**src/rtl/core/ocbqos_pkg.sv**
```systemverilog
// Shared types and constants of the OCB QoS Data frame parser.
package ocbqos_pkg;

  localparam int HEADER_BYTES = 34;
  localparam int FCS_BYTES    = 4;
  localparam int QUEUE_DEPTH  = 4;

  localparam int POS_W      = 13;
  localparam int LEN_W      = POS_W + 1;
  localparam int MAX_LEN_W  = 12;
  localparam int CFG_IDX_W  = 1;
  localparam int CFG_DATA_W = 12;
  localparam int ADDR_W     = 48;

  localparam logic [POS_W-1:0]     POS_MAX       = {POS_W{1'b1}};
  localparam logic [MAX_LEN_W-1:0] MAX_LEN_RESET = 12'd1398;

  localparam logic [CFG_IDX_W-1:0] CFG_FCS_PRESENT     = 1'b0;
  localparam logic [CFG_IDX_W-1:0] CFG_MAX_PAYLOAD_LEN = 1'b1;

  localparam logic [1:0] STAT_ACCEPTED    = 2'd0;
  localparam logic [1:0] STAT_INVALID_ARG = 2'd1;
  localparam logic [1:0] STAT_UNSUPPORTED = 2'd2;

  localparam logic RESULT_PAYLOAD = 1'b0;
  localparam logic RESULT_STATUS  = 1'b1;

  localparam logic [7:0] FC_QOS_DATA    = 8'h88;
  localparam logic [7:0] FC_FLAGS_MASK  = 8'hc7;
  localparam logic [7:0] BSSID_WILDCARD = 8'hff;
  localparam logic [7:0] FRAG_NUM_MASK  = 8'h0f;
  localparam logic [7:0] AMSDU_MASK     = 8'h80;

  localparam logic [7:0] LLC_SNAP_WORD [8] = '{8'haa, 8'haa, 8'h03, 8'h00,
                                               8'h00, 8'h00, 8'h89, 8'h47};

  typedef struct packed {
    logic              has_payload;
    logic [7:0]        payload_byte;
    logic              has_status;
    logic [1:0]        status;
    logic [ADDR_W-1:0] dest;
    logic [ADDR_W-1:0] src;
  } entry_t;

endpackage

```
**src/rtl/core/ocbqos_front.sv**
```systemverilog
// Front end: header checks, address capture, FCS hold-back and status per frame.
module ocbqos_front (
  input  logic                                clk,
  input  logic                                rst_n,
  input  logic                                cfg_we,
  input  logic [ocbqos_pkg::CFG_IDX_W-1:0]    cfg_index,
  input  logic [ocbqos_pkg::CFG_DATA_W-1:0]   cfg_wdata,
  input  logic                                accept,
  input  logic [7:0]                          rx_byte,
  input  logic                                end_of_frame,
  output logic                                entry_vld,
  output ocbqos_pkg::entry_t                  entry
);
  import ocbqos_pkg::*;

  logic                 fcs_r;
  logic [MAX_LEN_W-1:0] max_len_r;
  logic [POS_W-1:0]     pos_r, pos_nxt;
  logic                 unsup_r, unsup_nxt;
  logic [ADDR_W-1:0]    dest_r, dest_nxt;
  logic [ADDR_W-1:0]    src_r, src_nxt;
  logic [7:0]           hold_r [FCS_BYTES];
  logic [7:0]           hold_nxt [FCS_BYTES];
  logic [2:0]           hold_cnt_r, hold_cnt_nxt;

  logic                 in_hdr;
  logic                 hdr_bad;
  logic [2:0]           llc_idx;
  logic                 has_pay;
  logic [7:0]           pay_byte;
  logic [LEN_W-1:0]     len;
  logic [LEN_W-1:0]     min_len;
  logic [LEN_W-1:0]     plen;
  logic [1:0]           status;

  assign in_hdr  = pos_r < POS_W'(HEADER_BYTES);
  assign llc_idx = 3'(pos_r - POS_W'(26));

  always_comb begin
    hdr_bad = 1'b0;
    if (pos_r == POS_W'(0)) begin
      hdr_bad = rx_byte != FC_QOS_DATA;
    end else if (pos_r == POS_W'(1)) begin
      hdr_bad = (rx_byte & FC_FLAGS_MASK) != 8'h00;
    end else if (pos_r >= POS_W'(16) && pos_r < POS_W'(22)) begin
      hdr_bad = rx_byte != BSSID_WILDCARD;
    end else if (pos_r == POS_W'(22)) begin
      hdr_bad = (rx_byte & FRAG_NUM_MASK) != 8'h00;
    end else if (pos_r == POS_W'(24)) begin
      hdr_bad = (rx_byte & AMSDU_MASK) != 8'h00;
    end else if (pos_r >= POS_W'(26) && pos_r < POS_W'(HEADER_BYTES)) begin
      hdr_bad = rx_byte != LLC_SNAP_WORD[llc_idx];
    end
  end

  always_comb begin
    unsup_nxt    = unsup_r | (in_hdr & hdr_bad);
    dest_nxt     = dest_r;
    src_nxt      = src_r;
    hold_nxt     = hold_r;
    hold_cnt_nxt = hold_cnt_r;
    has_pay      = 1'b0;
    pay_byte     = rx_byte;
    if (in_hdr) begin
      if (pos_r >= POS_W'(4) && pos_r < POS_W'(10)) begin
        dest_nxt = {dest_r[ADDR_W-9:0], rx_byte};
      end else if (pos_r >= POS_W'(10) && pos_r < POS_W'(16)) begin
        src_nxt = {src_r[ADDR_W-9:0], rx_byte};
      end
    end else if (fcs_r) begin
      if (hold_cnt_r[2]) begin
        pay_byte = hold_r[0];
        for (int i = 0; i < FCS_BYTES - 1; i++) begin
          hold_nxt[i] = hold_r[i+1];
        end
        hold_nxt[FCS_BYTES-1] = rx_byte;
        has_pay = (pos_r >= POS_W'(HEADER_BYTES + FCS_BYTES)) &&
                  ((pos_r - POS_W'(HEADER_BYTES + FCS_BYTES)) < {1'b0, max_len_r});
      end else begin
        hold_nxt[hold_cnt_r[1:0]] = rx_byte;
        hold_cnt_nxt = hold_cnt_r + 3'd1;
      end
    end else begin
      has_pay = (pos_r - POS_W'(HEADER_BYTES)) < {1'b0, max_len_r};
    end
    pos_nxt = (pos_r == POS_MAX) ? pos_r : pos_r + POS_W'(1);
  end

  always_comb begin
    len     = {1'b0, pos_r} + LEN_W'(1);
    min_len = fcs_r ? LEN_W'(HEADER_BYTES + FCS_BYTES) : LEN_W'(HEADER_BYTES);
    plen    = len - min_len;
    if (len < min_len) begin
      status = STAT_INVALID_ARG;
    end else if (unsup_nxt) begin
      status = STAT_UNSUPPORTED;
    end else if (plen == '0 || plen > {2'b00, max_len_r}) begin
      status = STAT_INVALID_ARG;
    end else begin
      status = STAT_ACCEPTED;
    end
  end

  assign entry_vld          = accept & (has_pay | end_of_frame);
  assign entry.has_payload  = has_pay;
  assign entry.payload_byte = pay_byte;
  assign entry.has_status   = end_of_frame;
  assign entry.status       = status;
  assign entry.dest         = dest_nxt;
  assign entry.src          = src_nxt;

  always_ff @(posedge clk) begin
    if (!rst_n) begin
      fcs_r      <= 1'b0;
      max_len_r  <= MAX_LEN_RESET;
      pos_r      <= '0;
      unsup_r    <= 1'b0;
      dest_r     <= '0;
      src_r      <= '0;
      hold_cnt_r <= '0;
    end else begin
      if (cfg_we) begin
        case (cfg_index)
          CFG_FCS_PRESENT:     fcs_r     <= cfg_wdata[0];
          CFG_MAX_PAYLOAD_LEN: max_len_r <= cfg_wdata[MAX_LEN_W-1:0];
          default: ;
        endcase
      end
      if (accept) begin
        if (end_of_frame) begin
          pos_r      <= '0;
          unsup_r    <= 1'b0;
          dest_r     <= '0;
          src_r      <= '0;
          hold_cnt_r <= '0;
        end else begin
          pos_r      <= pos_nxt;
          unsup_r    <= unsup_nxt;
          dest_r     <= dest_nxt;
          src_r      <= src_nxt;
          hold_cnt_r <= hold_cnt_nxt;
        end
      end
    end
  end

  always_ff @(posedge clk) begin
    if (accept) begin
      hold_r <= hold_nxt;
    end
  end

endmodule

```
**src/rtl/core/ocbqos_queue.sv**
```systemverilog
// Short queue of classified entries between the front end and the result stage.
module ocbqos_queue #(
  parameter int DEPTH = ocbqos_pkg::QUEUE_DEPTH
) (
  input  logic               clk,
  input  logic               rst_n,
  input  logic               wr_en,
  input  ocbqos_pkg::entry_t wr_entry,
  output logic               full,
  input  logic               rd_en,
  output ocbqos_pkg::entry_t rd_entry,
  output logic               empty
);
  import ocbqos_pkg::*;

  localparam int AW    = (DEPTH > 1) ? $clog2(DEPTH) : 1;
  localparam int CNT_W = $clog2(DEPTH + 1);

  entry_t          mem [DEPTH];
  logic [AW-1:0]   wr_ptr_r, rd_ptr_r;
  logic [CNT_W-1:0] count_r;
  logic            do_wr, do_rd;

  assign full     = count_r == CNT_W'(DEPTH);
  assign empty    = count_r == '0;
  assign do_wr    = wr_en & ~full;
  assign do_rd    = rd_en & ~empty;
  assign rd_entry = mem[rd_ptr_r];

  always_ff @(posedge clk) begin
    if (do_wr) begin
      mem[wr_ptr_r] <= wr_entry;
    end
  end

  always_ff @(posedge clk) begin
    if (!rst_n) begin
      wr_ptr_r <= '0;
      rd_ptr_r <= '0;
      count_r  <= '0;
    end else begin
      if (do_wr) begin
        wr_ptr_r <= (wr_ptr_r == AW'(DEPTH - 1)) ? '0 : wr_ptr_r + AW'(1);
      end
      if (do_rd) begin
        rd_ptr_r <= (rd_ptr_r == AW'(DEPTH - 1)) ? '0 : rd_ptr_r + AW'(1);
      end
      if (do_wr && !do_rd) begin
        count_r <= count_r + CNT_W'(1);
      end else if (do_rd && !do_wr) begin
        count_r <= count_r - CNT_W'(1);
      end
    end
  end

endmodule

```
**src/rtl/core/ocbqos_back.sv**
```systemverilog
// Result stage: turns each queued entry into one or two results, one per pop.
module ocbqos_back (
  input  logic                            clk,
  input  logic                            rst_n,
  input  ocbqos_pkg::entry_t              q_entry,
  input  logic                            q_empty,
  output logic                            q_pop,
  output logic                            empty,
  input  logic                            pop,
  output logic                            result_kind,
  output logic [7:0]                      payload_byte,
  output logic [1:0]                      frame_status,
  output logic [ocbqos_pkg::ADDR_W-1:0]   dest_address,
  output logic [ocbqos_pkg::ADDR_W-1:0]   src_address,
  output logic                            run_last
);
  import ocbqos_pkg::*;

  entry_t slot_r;
  logic   slot_vld_r;
  logic   pay_done_r;
  logic   cur_is_pay;
  logic   take;
  logic   last_pop;
  logic   zero_addr;

  assign cur_is_pay = slot_r.has_payload & ~pay_done_r;
  assign take       = slot_vld_r & pop;
  assign last_pop   = take & ~(cur_is_pay & slot_r.has_status);
  assign q_pop      = (~slot_vld_r | last_pop) & ~q_empty;

  assign zero_addr    = ~cur_is_pay & (slot_r.status != STAT_ACCEPTED);
  assign empty        = ~slot_vld_r;
  assign result_kind  = cur_is_pay ? RESULT_PAYLOAD : RESULT_STATUS;
  assign payload_byte = cur_is_pay ? slot_r.payload_byte : 8'h00;
  assign frame_status = cur_is_pay ? STAT_ACCEPTED : slot_r.status;
  assign dest_address = zero_addr ? '0 : slot_r.dest;
  assign src_address  = zero_addr ? '0 : slot_r.src;
  assign run_last     = ~(cur_is_pay & slot_r.has_status);

  always_ff @(posedge clk) begin
    if (q_pop) begin
      slot_r <= q_entry;
    end
  end

  always_ff @(posedge clk) begin
    if (!rst_n) begin
      slot_vld_r <= 1'b0;
      pay_done_r <= 1'b0;
    end else if (q_pop) begin
      slot_vld_r <= 1'b1;
      pay_done_r <= 1'b0;
    end else if (last_pop) begin
      slot_vld_r <= 1'b0;
    end else if (take) begin
      pay_done_r <= 1'b1;
    end
  end

endmodule

```
**src/rtl/core/ocb_qos_data_frame_parser_unit.sv**
```systemverilog
// Top level of the OCB QoS Data frame parser with LLC/SNAP header checks.
//
// The parser takes one frame byte per clock while full is low and gives a result for each
// forwarded payload byte and a status at the end of each frame, so one byte may cause two
// results. Each accepted byte is classified in the cycle it is taken and its results go into a
// queue of QUEUE_DEPTH entries; the output stage issues one result per clock, so full only rises
// when the consumer holds pop low or several end-of-frame bytes with payload come close
// together. Payload bytes are forwarded before the frame is judged and must be dropped unless
// the status is accepted. The user must write configuration through cfg_we, cfg_index and
// cfg_wdata only while the block is idle; the block does not enforce this.
module ocb_qos_data_frame_parser_unit #(
  parameter int QUEUE_DEPTH = ocbqos_pkg::QUEUE_DEPTH
) (
  input  logic                              clk,
  input  logic                              rst_n,
  input  logic                              cfg_we,
  input  logic [ocbqos_pkg::CFG_IDX_W-1:0]  cfg_index,
  input  logic [ocbqos_pkg::CFG_DATA_W-1:0] cfg_wdata,
  input  logic                              push,
  output logic                              full,
  input  logic [7:0]                        in_rx_byte,
  input  logic                              in_end_of_frame,
  output logic                              empty,
  input  logic                              pop,
  output logic                              out_result_kind,
  output logic [7:0]                        out_payload_byte,
  output logic [1:0]                        out_frame_status,
  output logic [ocbqos_pkg::ADDR_W-1:0]     out_dest_address,
  output logic [ocbqos_pkg::ADDR_W-1:0]     out_src_address,
  output logic                              out_run_last
);
  import ocbqos_pkg::*;

  logic   accept;
  logic   entry_vld;
  entry_t entry;
  entry_t q_entry;
  logic   q_empty;
  logic   q_pop;

  assign accept = push & ~full;

  ocbqos_front u_front (
    .clk          (clk),
    .rst_n        (rst_n),
    .cfg_we       (cfg_we),
    .cfg_index    (cfg_index),
    .cfg_wdata    (cfg_wdata),
    .accept       (accept),
    .rx_byte      (in_rx_byte),
    .end_of_frame (in_end_of_frame),
    .entry_vld    (entry_vld),
    .entry        (entry)
  );

  ocbqos_queue #(
    .DEPTH (QUEUE_DEPTH)
  ) u_queue (
    .clk      (clk),
    .rst_n    (rst_n),
    .wr_en    (entry_vld),
    .wr_entry (entry),
    .full     (full),
    .rd_en    (q_pop),
    .rd_entry (q_entry),
    .empty    (q_empty)
  );

  ocbqos_back u_back (
    .clk          (clk),
    .rst_n        (rst_n),
    .q_entry      (q_entry),
    .q_empty      (q_empty),
    .q_pop        (q_pop),
    .empty        (empty),
    .pop          (pop),
    .result_kind  (out_result_kind),
    .payload_byte (out_payload_byte),
    .frame_status (out_frame_status),
    .dest_address (out_dest_address),
    .src_address  (out_src_address),
    .run_last     (out_run_last)
  );

  // A payload result that is not the last of its request is always followed by its status.
  a_status_follows: assert property (@(posedge clk) disable iff (!rst_n)
    (!empty && pop && out_result_kind == RESULT_PAYLOAD && !out_run_last)
    |=> (!empty && out_result_kind == RESULT_STATUS && out_run_last))
    else $error("status result did not follow its payload result");

  // A rejected frame reports no addresses.
  a_reject_no_addr: assert property (@(posedge clk) disable iff (!rst_n)
    (!empty && out_result_kind == RESULT_STATUS && out_frame_status != STAT_ACCEPTED)
    |-> (out_dest_address == '0 && out_src_address == '0))
    else $error("rejected frame carries addresses");

  // Payload results always carry the accepted status code.
  a_payload_clean: assert property (@(posedge clk) disable iff (!rst_n)
    (!empty && out_result_kind == RESULT_PAYLOAD)
    |-> (out_frame_status == STAT_ACCEPTED))
    else $error("payload result carries a status");

  // Status results are always the last of their request.
  a_status_last: assert property (@(posedge clk) disable iff (!rst_n)
    (!empty && out_result_kind == RESULT_STATUS) |-> out_run_last)
    else $error("status result not marked last");

endmodule

```
**config.mk**
```make
export PLATFORM = sky130hd
export DESIGN_NAME = ocb_qos_data_frame_parser_unit
export DESIGN_NICKNAME = d
export VERILOG_FILES = /design/src/rtl/core/ocbqos_pkg.sv /design/src/rtl/core/ocbqos_front.sv /design/src/rtl/core/ocbqos_queue.sv /design/src/rtl/core/ocbqos_back.sv /design/src/rtl/core/ocb_qos_data_frame_parser_unit.sv
export SDC_FILE = /design/constraint.sdc
export NUM_CORES = 1
export LEC_CHECK = 0
export ABC_AREA = 1
export CAP_MARGIN = 20
export CORE_AREA = 2 2 309 158
export CTS_CLUSTER_DIAMETER = 120
export DETAILED_ROUTE_END_ITERATION = 12
export DIE_AREA = 0 0 311 160
export DONT_BUFFER_PORTS = 1
export GPL_TIMING_DRIVEN = 0
export PLACE_DENSITY = 0.83
export REMOVE_ABC_BUFFERS = 1
export SLEW_MARGIN = 20
export SYNTH_ARGS = -nofsm -noshare
export SYNTH_HDL_FRONTEND = slang
export SYNTH_SLANG_ARGS = --single-unit
```
**constraint.sdc**
```tcl
create_clock -name clk -period 8.45 [get_ports clk]
set_input_delay 0.845 -clock clk [delete_from_list [all_inputs] [get_ports clk]]
set_output_delay 0.845 -clock clk [all_outputs]
set_load 0.02 [all_outputs]
```
* Word-level counts from Yosys, hierarchy flattened
Memory sizes are Yosys's and may differ from the RTL's. A register that Yosys moved wholly into a read port is not among the register bits.
Index checks and enable logic that the tools add are counted.
** Operators by class
- $add $sub $neg :: 11
- Order comparisons :: 16
- Equality and inequality tests :: 13
- Multiplexer cells :: 49
- Bitwise logic cells :: 26
- Reduce and logical (&&, ||, !) cells :: 28
** Operator list (count)
- 48-bit 2-to-1 mux :: 9
- 8-bit 2-to-1 mux :: 7
- 32-bit bitwise mux :: 1
- 32-bit 2-to-1 mux :: 1
- 13-bit by 5-bit == test with 1-bit output (second input constant) :: 2
- 13-bit by 5-bit >= comparator with 1-bit output (second input constant) :: 2
- 13-bit by 12-bit less-than comparator with 1-bit output :: 2
- 13-bit by 5-bit less-than comparator with 1-bit output (second input constant) :: 2
- 13-bit 2-to-1 mux :: 2
- 13-bit by 6-bit subtractor with 13-bit output (second input constant) :: 2
- 3-bit 2-to-1 mux :: 7
- 8-bit demux with 2-bit select :: 1
- 1-bit 2-to-1 mux :: 16
- 8-bit inequality test (second input constant) :: 2
- 8-bit nonzero test :: 2
- 13-bit by 1-bit adder with 14-bit output (second input constant) :: 1
- 14-bit by 12-bit > comparator with 1-bit output :: 1
- 14-bit zero test :: 1
- 14-bit less-than comparator :: 1
- 14-bit subtractor :: 1
- 13-bit by 1-bit adder with 13-bit output (second input constant) :: 1
- 13-bit by 1-bit == test with 1-bit output (second input constant) :: 1
- 13-bit == test (second input constant) :: 1
- 13-bit by 3-bit >= comparator with 1-bit output (second input constant) :: 1
- 31 further kinds :: 76
** Storage, ports and cells
- Flip-flop bits (word level) :: 167
- RAM bits :: 432
- Bits in read-only memories :: 64
- Input bits :: 27
- Output and inout port bits :: 110
- Word-level logic and storage cells :: 162
- Memories :: 2
** Memories
- u_queue.mem :: words 4, bits a word 108, rd ports 1, clocked after memory_dff 1, wr ports 1, RTL line ocbqos_queue.sv:19 : entry_t mem [DEPTH];
- (name not given) :: words 8, bits a word 8, rd ports 1, clocked after memory_dff 0, wr ports 0, RTL line ocbqos_front.sv:52 : hdr_bad = rx_byte != LLC_SNAP_WORD[llc_idx];

* Depth between registers and ports, before layout
Gate-level depths: netlist of the first run.
- Word-level depth :: 16
- Depth in mapped cells :: 27
- Gate-level depth less buffers :: 27

* Hierarchy
A second synthesis of the first run with hierarchy kept.
** Unflattened totals
- Cell total of the unflattened synthesis :: 2925
- Area total of the unflattened synthesis :: 30287.8 µm²
** Modules (own cells, without submodules)
- ocbqos_queue :: times used 1, cells an instance 1116, area each 16487.1 µm², sequential area each 13152.6 µm²
- ocbqos_front :: times used 1, cells an instance 1458, area each 9542.9 µm², sequential area each 3483.3 µm²
- ocbqos_back :: times used 1, cells an instance 349, area each 4247.8 µm², sequential area each 3283.1 µm²
- ocb_qos_data_frame_parser_unit :: times used 1, cells an instance 2, area each 10.0 µm², sequential area each 0.0 µm²

* Worst setup path before layout of the first run
No wires, ideal clock.
- Path kind :: register to register
- Start :: reg u_front.pos_r[2]
- End :: mem u_queue.mem[0][0] (netlist name), enable pin
- Library setup time :: 0.576 ns
- Data arrival time :: 6.823 ns
- Required time :: 7.874 ns
- Path slack :: 1.051 ns
- Stages on the path, launching flop included :: 18
- Buffers on the path :: 1
- Period minus slack after synthesis :: 7.399 ns
- Path through :: dfxtp_1 buf_2 nor2_1 nand2_1 o21ai_0 nand2_1 xor2_1 ha_1 a21oi_1 o21a_1 nand2_1 nand2_1 nand2_1 nand2_1 nand2_1 nand3_1 nand2_1 nor2_1
** On the way
- Longest elaborated chain between the ends :: 11
- Elaborated cells between the ends (all ways) :: 15
- Classes of those cells :: add/sub: 2; order compare: 4; mux: 5; bitwise: 3; reduce/logical: 1
** Ends and longest elaborated chain
- from (decl) :: RTL line ocbqos_front.sv:18 : logic [POS_W-1:0] pos_r, pos_nxt;
- from (signal assigned) :: RTL line ocbqos_front.sv:137 : pos_r <= pos_nxt;
- 13-bit by 6-bit subtractor with 13-bit output :: RTL line ocbqos_front.sv:78 : ((pos_r - POS_W'(HEADER_BYTES + FCS_BYTES)) < {1'b0, max_len_r});
- 13-bit by 12-bit less-than comparator with 1-bit output :: RTL line ocbqos_front.sv:78
- 1-bit logical AND :: RTL line ocbqos_front.sv:77 : has_pay = (pos_r >= POS_W'(HEADER_BYTES + FCS_BYTES)) &&
- 1-bit 2-to-1 mux :: RTL line ocbqos_front.sv:71 : if (hold_cnt_r[2]) begin
- 1-bit 2-to-1 mux :: RTL line ocbqos_front.sv:70 : end else if (fcs_r) begin
- 1-bit 2-to-1 mux * :: RTL line ocbqos_front.sv:64 : if (in_hdr) begin
- 1-bit bitwise OR * :: RTL line ocbqos_front.sv:104 : assign entry_vld = accept & (has_pay | end_of_frame);
- 1-bit AND * :: RTL line ocbqos_front.sv:104
- 1-bit AND * :: RTL line ocbqos_queue.sv:26 : assign do_wr = wr_en & ~full;
- 1-bit 2-to-1 mux * :: RTL line ocbqos_queue.sv:31 : if (do_wr) begin
- 1-bit 2-to-1 mux (implied by the code) * :: RTL line ocbqos_queue.sv:32 : mem[wr_ptr_r] <= wr_entry;
- to (decl) :: RTL line ocbqos_queue.sv:19
Mark *: on every way between the ends. The rest lies on a longest branch, timed or not.

* Worst setup path after layout of the first run
- Start :: reg u_front.pos_r[1]
- End :: mem u_queue.mem[1][60] (netlist name), enable pin
The elaborated chain is that of the path after synthesis.

==> results of run 1 <==
==> per-layer routing <==
layer,track usage,share of wire,vias to the layer above
li1,-,-,9759
met1,0.416,0.41,10500
met2,0.466,0.47,1100
met3,0.0503,0.098,143
met4,0.0766,0.021,0
met5,0,0,-
==> registers in the layout, summed over array words and instances (netlist names), 2 cells and up <==
register and cells:
u_front.hold_cnt_r 3, u_queue.rd_ptr_r 2, u_queue.count_r 3, u_queue.wr_ptr_r 2, u_front.hold_r 32, u_queue.mem 432, u_front.src_r 48, u_back.slot_r 108
u_front.max_len_r 12, u_front.dest_r 48, u_front.pos_r 13
==> kinds of logic (layout without fill, tap and decap cells) <==
group                    Yosys count  after routing
AO/OA/AOI/OAI                    568            568
AND/OR/NAND/NOR                 1156           1156
flip-flops                       707            707
buffers and inverters            377            371
XOR/XNOR                          20             20
adder cells (fa/ha/maj)           57             57
==> stage by stage <==
stage | hold slack (ps) | TNS, ps
after floorplan | 445 | -24620
after global placement | 451 | -2509650
after detailed placement | 454 | 0
after CTS | 304 | 0
after global routing | 311 | 0
final | 331 | 0
==> layout make-up <==
cell class,count,area [sq um]
Sequential cell,707,19900
Fill cell,3277,14400
Multi-Input combinational cell,1801,8640
Clock buffer,76,1550
Timing Repair Buffer,42,1020
Inverter,222,858
Tap cell,649,812
Clock inverter,31,358
==> path summary, 6_finish.rpt <==
check | cells after the start | slack [ps] | from | end
worst max-delay path | 17 | 2880 | u_front.pos_r[1] | u_queue.mem[1][60]
worst min register to register | 2 | 470 | u_front.dest_r[43] | u_front.dest_r[43]
worst min-delay path | 1 | 330 | rst_n | u_front.max_len_r[2]
worst max register to register | 17 | 2880 | u_front.pos_r[1] | u_queue.mem[1][60]
==> layout by cell type, fill, tap and decap left out, drive strengths merged <==
cell,n
nand3,88
o21ai,283
clkbuf,76
nor4,2
o2111a,1
or2,1
inv,220
nand2,629
a21oi,158
clkinv,25
o211ai,10
bufinv,6
nand4,16
xnor2,2
edfxtp,572
fa,2
nor2,413
a41oi,1
o21bai,1
xor2,18
a211oi,2
nand3b,1
nor3,6
clkinvlp,2
a31oi,2
dfxtp,135
o21a,2
o22ai,108
ha,55
buf,42
==> power breakdown <==
part | internal, mW | switching, mW
clock network | 1.49 | 1.25
registers | 4.30 | 0.185
logic | 0.628 | 1.90
total | 6.42 | 3.34
==> key figures, run 1 <==
Timing
  – Worst setup margin: 2880 ps
  – Tcrit/Tclk final: 0.660
  – Least-Margin Pin Slew: 1040 ps
  – Min cycle time layout: 5570 ps
  – Endpoints failing setup: 0
  – Unrepaired setup endpoints after global routing: no
  – Maximum clock rate: 0.179 GHz
  – Fin. Hold Viols: 0
  – Clk_skew: 15.3 ps
  – Final Max Slew Viols: 0
  – Relative slew slack: 0.308

Layout
  – Layout cells sized above 1: 0.0643
  – Cell area after layout: 0.0331 sq mm
  – Final Non-Filler Cells: 3,528
  – Area Overhead vs Synth: 10.5%
  – Final core occ: 0.697
  – Ant. Diodes: 0
  – NumNets Final: 2,916

Drt
  – Final Routed Wirelength: 73,600 um
  – Wire per inst: 20.9 um
  – Total number of vias: 21,500
  – 1st-iter DRT viols: 2,455
  – Detail Route Antenna Nets: 0
  – Drt first pass iters: 6
  – Vias per std cell: 6.08
  – Remaining DRCs: 0

Setup path
  – Crit path kind: flop to flop
  – CP peak stage delay: 710 ps
  – Worst Setup End Kind: flop
  – CP max stage cell: nand3_1
  – Worst-path cell chain: inv_1 -> ha_1 -> nand2_1 -> nand2_1 -> nand2_1 -> nand3_1 -> nor2_1 -> nand2_1 -> nand3_1 -> nand2_1 -> nor2_4 -> buf_16 -> buf_16 -> buf_12 -> buf_16 -> buf_16 -> buf_16
  – Crit path max fanout: 19
  – Crit start category: flop
  – CP arrival: 5890 ps
  – Top delay family on crit path: simple AND/OR/NAND/NOR gates
  – Worst Path Buf+Inv: 7
  – Req. time, crit path: 8770 ps

Logic synthesis
  – Most common cell in the netlist: nand2_1
  – Synth top cells by count: nand2_1, edfxtp_1, nor2_1
  – Mapped Avg Cell Area: 10.4 sq um
  – Seq/Total Area, Yosys: 0.663
  – Leading post-synthesis cells by cell area: edfxtp_1, dfxtp_1, nand2_1
  – Post-Synthesis Cells: 2,885
  – Synth Area in XOR/XNOR: 0.00585
  – Synth top area share: 0.573
  – Adder-cell area share of the yosys netlist: 0.0243
  – Mapped Area: 0.0300 sq mm
  – Leading area contributor after synthesis: edfxtp_1
  – Complex-gate fraction of the synthesized area: 0.102
  – Synth unique cells: 42
  – Mux share of post-synthesis cell area: 0
  – Post-synth ARST share: 0
  – Syn. warnings: 0
  – Synth Area in Simple Gates: 0.154
  – Post-synth EDFFs: 572
  – Main flop type after synthesis: edfxtp_1
  – #FFs+latches synth: 707
  – Largest family of logic cells by synthesized area: simple AND/OR/NAND/NOR gates

Floorplanning
  – Total core area: 0.0475 sq mm
  – Initial Util: 0.631
  – Row cnt: 57
  – I/O Pins: 137
  – Die Area: 0.0498 sq mm
  – Die height: 160 um
  – DIE WIDTH: 311 um

Global routing
  – Total GRT Usage: 0.290
  – Vias in the first global route: 20,500
  – First-pass GRT wire length: 113,000 um
  – Gr ovfl total: 0
  – Initial antenna violation count: 0
  – Largest net degree at the start of global routing: 111

Clock network
  – Clk Latency, worst-skew pair: 620 ps
  – Postcts setup bufs: 0
  – Post_cts resized: 0
  – CTS Hold Buffers Added: 0
  – Clock Tree Buf Depth: 3
  – CTS Sinks: 707
  – Total CTS buffers: 58
  – CTS tree: done
  – Root Buffer: clkbuf_16
  – Worst-path clk slew: 70 ps
  – Total number of H-tree levels: 2

Placement
  – Pre-CTS setup slack: 3130 ps
  – Placed cells: 3,421
  – DP Wirelength: 45,500 um
  – Placement-stage cell area: 0.0312 sq mm
  – Gp weighted congestion: 0.960
  – PortBufs: 0

Flow run
  – Max-cap viol count: 0

Run status
  – Status: complete, no violations

Power and ir drop
  – Tot Pwr: 9.76 mW
  – PwrDens: 295 mW/mm^2
  – Pleak: 12.5 nW
  – VDD IR max: 0.000220 V

Hold path
  – Worst hold path type: primary input to flop
Power figures use the tool's default switching activity.
==> run 2: changes to the inputs <==
Clock period 8.45 ns to 5.7 ns, I/O delays scaled along.
==> run 2 against run 1 <==
  * Critical path depth fell by 1
  * Global-route usage did not move
  * Register-to-register slack got worse by 2700 ps
  * Clock power rose by 49%
  * First-iteration DRC count rose by 2.8%
  * Count of clock-buffer cells in the layout did not move
  * Sequential power rose by 48%
  * Setup slack got worse by 2700 ps
  * Sequential share of layout area barely moved
  * Critical path type unchanged
  * Critical endpoint is now u_queue.mem[2][60]
  * Largest cell class unchanged
==> key figures, run 2 (synthesis gave the netlist of run 1 again) <==
Drt
  – Vias per std cell: 6.06 (was 6.08)
  – Remaining DRCs: 0 (unchanged)
  – Detail Route Antenna Nets: 0 (unchanged)
  – Wire per inst: 20.9 um (about the same)
  – Total number of vias: 21,400 (was 21,500)
  – 1st-iter DRT viols: 2,524 (was 2,455)
  – Final Routed Wirelength: 73,700 um (was 73,600 um)
  – Drt first pass iters: 5 (was 6)

Placement
  – DP Wirelength: 45,500 um (unchanged)
  – PortBufs: 0 (unchanged)
  – Pre-CTS setup slack: 381 ps (was 3130 ps)
  – Placement-stage cell area: 0.0312 sq mm (unchanged)
  – Gp weighted congestion: 0.960 (unchanged)

Timing
  – Endpoints failing setup: 0 (unchanged)
  – Clk_skew: 13.1 ps (was 15.3 ps)
  – Min cycle time layout: 5510 ps (was 5570 ps)
  – Relative slew slack: 0.309 (was 0.308)
  – Least-Margin Pin Slew: 1030 ps (was 1040 ps)
  – Tcrit/Tclk final: 0.966 (was 0.660)
  – Fin. Hold Viols: 0 (unchanged)
  – Maximum clock rate: 0.182 GHz (was 0.179 GHz)
  – Final Max Slew Viols: 0 (unchanged)
  – Unrepaired setup endpoints after global routing: no (unchanged)
  – Worst setup margin: 192 ps (was 2880 ps)

Clock network
  – Total CTS buffers: 58 (unchanged)
  – Worst-path clk slew: 70 ps (about the same)
  – Clk Latency, worst-skew pair: 620 ps (about the same)
  – CTS tree: done (unchanged)
  – Root Buffer: clkbuf_16 (unchanged)
  – CTS Sinks: 707 (unchanged)
  – CTS Hold Buffers Added: 0 (unchanged)
  – Clock Tree Buf Depth: 3 (unchanged)
  – Total number of H-tree levels: 2 (unchanged)

Floorplanning
  – Die height: 160 um (unchanged)
  – Die Area: 0.0498 sq mm (unchanged)
  – I/O Pins: 137 (unchanged)
  – Total core area: 0.0475 sq mm (unchanged)
  – Initial Util: 0.631 (unchanged)
  – Row cnt: 57 (unchanged)
  – DIE WIDTH: 311 um (unchanged)

Setup path
  – CP peak stage delay: 720 ps (was 710 ps)
  – Crit path max fanout: 22 (was 19)
  – Worst-path cell chain: inv_1 -> ha_1 -> nand2_1 -> nand2_1 -> nand2_1 -> nand3_1 -> nor2_1 -> nand2_1 -> nand3_1 -> nand2_1 -> nor2_4 -> buf_16 -> buf_12 -> buf_12 -> buf_12 -> buf_12 (was inv_1 -> ha_1 -> nand2_1 -> nand2_1 -> nand2_1 -> nand3_1 -> nor2_1 -> nand2_1 -> nand3_1 -> nand2_1 -> nor2_4 -> buf_16 -> buf_16 -> buf_12 -> buf_16 -> buf_16 -> buf_16)
  – Crit start category: flop (unchanged)
  – RR Startpoint: u_front.pos_r[1] (unchanged)
  – Req. time, crit path: 6010 ps (was 8770 ps)
  – Crit-path most repeated cell: nand2_1
  – Reg-to-reg endpoint: u_queue.mem[2][60] (was u_queue.mem[1][60])
  – CP max stage cell: nand3_1 (unchanged)
  – CP arrival: 5820 ps (was 5890 ps)
  – Worst Path Buf+Inv: 6 (was 7)
  – R2R cell count: 16 (was 17)
  – Crit path kind: flop to flop (unchanged)
  – Worst Setup End Kind: flop (unchanged)
  – Top delay family on crit path: simple AND/OR/NAND/NOR gates (unchanged)
  – R2R Setup Slk: 190 ps (was 2880 ps)

Global routing
  – Largest net degree at the start of global routing: 111 (unchanged)
  – First-pass GRT wire length: 113,000 um (unchanged)
  – Initial antenna violation count: 0 (unchanged)
  – Total GRT Usage: 0.290 (unchanged)
  – Vias in the first global route: 20,500 (unchanged)
  – Gr ovfl total: 0 (unchanged)

Flow run
  – Max-cap viol count: 0 (unchanged)

Layout
  – Most frequent cells in the layout: nand2_1, edfxtp_1, nor2_1 (unchanged)
  – Max reg flops: 432 (unchanged)
  – Register area: 0.0199 sq mm (unchanged)
  – Cell area after layout: 0.0331 sq mm (about the same)
  – Final core occ: 0.698 (was 0.697)
  – Top flop regs: u_queue.mem x432, u_back.slot_r x108 (unchanged)
  – Biggest register: u_queue.mem (unchanged)
  – Layout cells sized above 1: 0.0652 (was 0.0643)
  – Area of the multi-input gates: 0.00864 sq mm (unchanged)
  – Filler cells: 3,277 (unchanged)
  – Ant. Diodes: 0 (unchanged)
  – Area Overhead vs Synth: 10.6% (was 10.5%)
  – NumNets Final: 2,919 (was 2,916)
  – Commonest non-fill, non-tap cell in the layout: nand2_1 (unchanged)

Run status
  – Status: complete, no violations (unchanged)

Hold path
  – WHS Endpoint: u_front.max_len_r[8] (was u_front.max_len_r[2])
  – Hold path startpoint: rst_n (unchanged)
  – Worst hold path type: primary input to flop (unchanged)
  – Worst hold stages: 1 (unchanged)

Power and ir drop
  – Tot Pwr: 14.5 mW (was 9.76 mW)
  – Pleak: 12.6 nW (was 12.5 nW)
  – PwrDens: 437 mW/mm^2 (was 295 mW/mm^2)
  – VDD IR max: 0.000329 V (was 0.000220 V)
[run 2: cell types whose count changed in the layout (fill, tap and decap cells not counted), sizes merged]
cell / change
buf: +3
[run 2: what timing repair did]
| item | CTS | global route |
|---|---|---|
| setup buffers | 0 | 3 |
| setup endpoints to repair | 0 | 19 |
| resized for setup | 0 | 0 |
[run 2: final cells by class]
class / instances / area share
Clock inverter: 31 / 0.0108
Multi-Input combinational cell: 1801 / 0.261
Timing Repair Buffer: 45 / 0.0313
Clock buffer: 76 / 0.0467
Inverter: 222 / 0.0259
Tap cell: 649 / 0.0245
Sequential cell: 707 / 0.600
[run 2: per-stage QoR]
step                hold WS (ps)  std cells   TNS, ps
global placement             451       3379  -4485970
CTS                         28.7       3528         0
global route                36.1       3531         0
detailed placement           454       3421         0
finish                      56.3       3531         0
floorplan                    445       2730  -1038000
[run 2: worst max path at each step]
stage | startpoint | to | slack [ps] | cells past startpoint
6_report | u_front.pos_r[1] | u_queue.mem[2][60] | 190 | 16
5_1_grt | u_front.pos_r[1] | u_queue.mem[2][79] | 7 | 20
4_1_cts | u_front.pos_r[1] | u_queue.mem[1][52] | 330 | 17
3_5_place_dp | u_front.pos_r[1] | u_queue.mem[1][100] | 380 | 17
3_3_place_gp | u_queue.rd_ptr_r[0] | u_back.slot_r[51] | -8740 | 3
2_1_floorplan | u_queue.rd_ptr_r[0] | u_back.slot_r[0] | -2980 | 3
[run 2: per-layer routing]
layer / vias to the layer above / routed length (um) / GRT usage
li1: 9755 / - / -
met1: 10400 / 30300 / 0.416
met2: 1136 / 34500 / 0.466
met3: 139 / 7350 / 0.0503
met4: 0 / 1510 / 0.0766
met5: - / 0 / 0
[run 2: power breakdown]
part | switching, mW | internal, mW | leakage [nW]
registers | 0.274 | 6.38 | 6.72
logic | 2.82 | 0.933 | 4.92
clock network | 1.86 | 2.21 | 0.930
total | 4.96 | 9.52 | 12.6
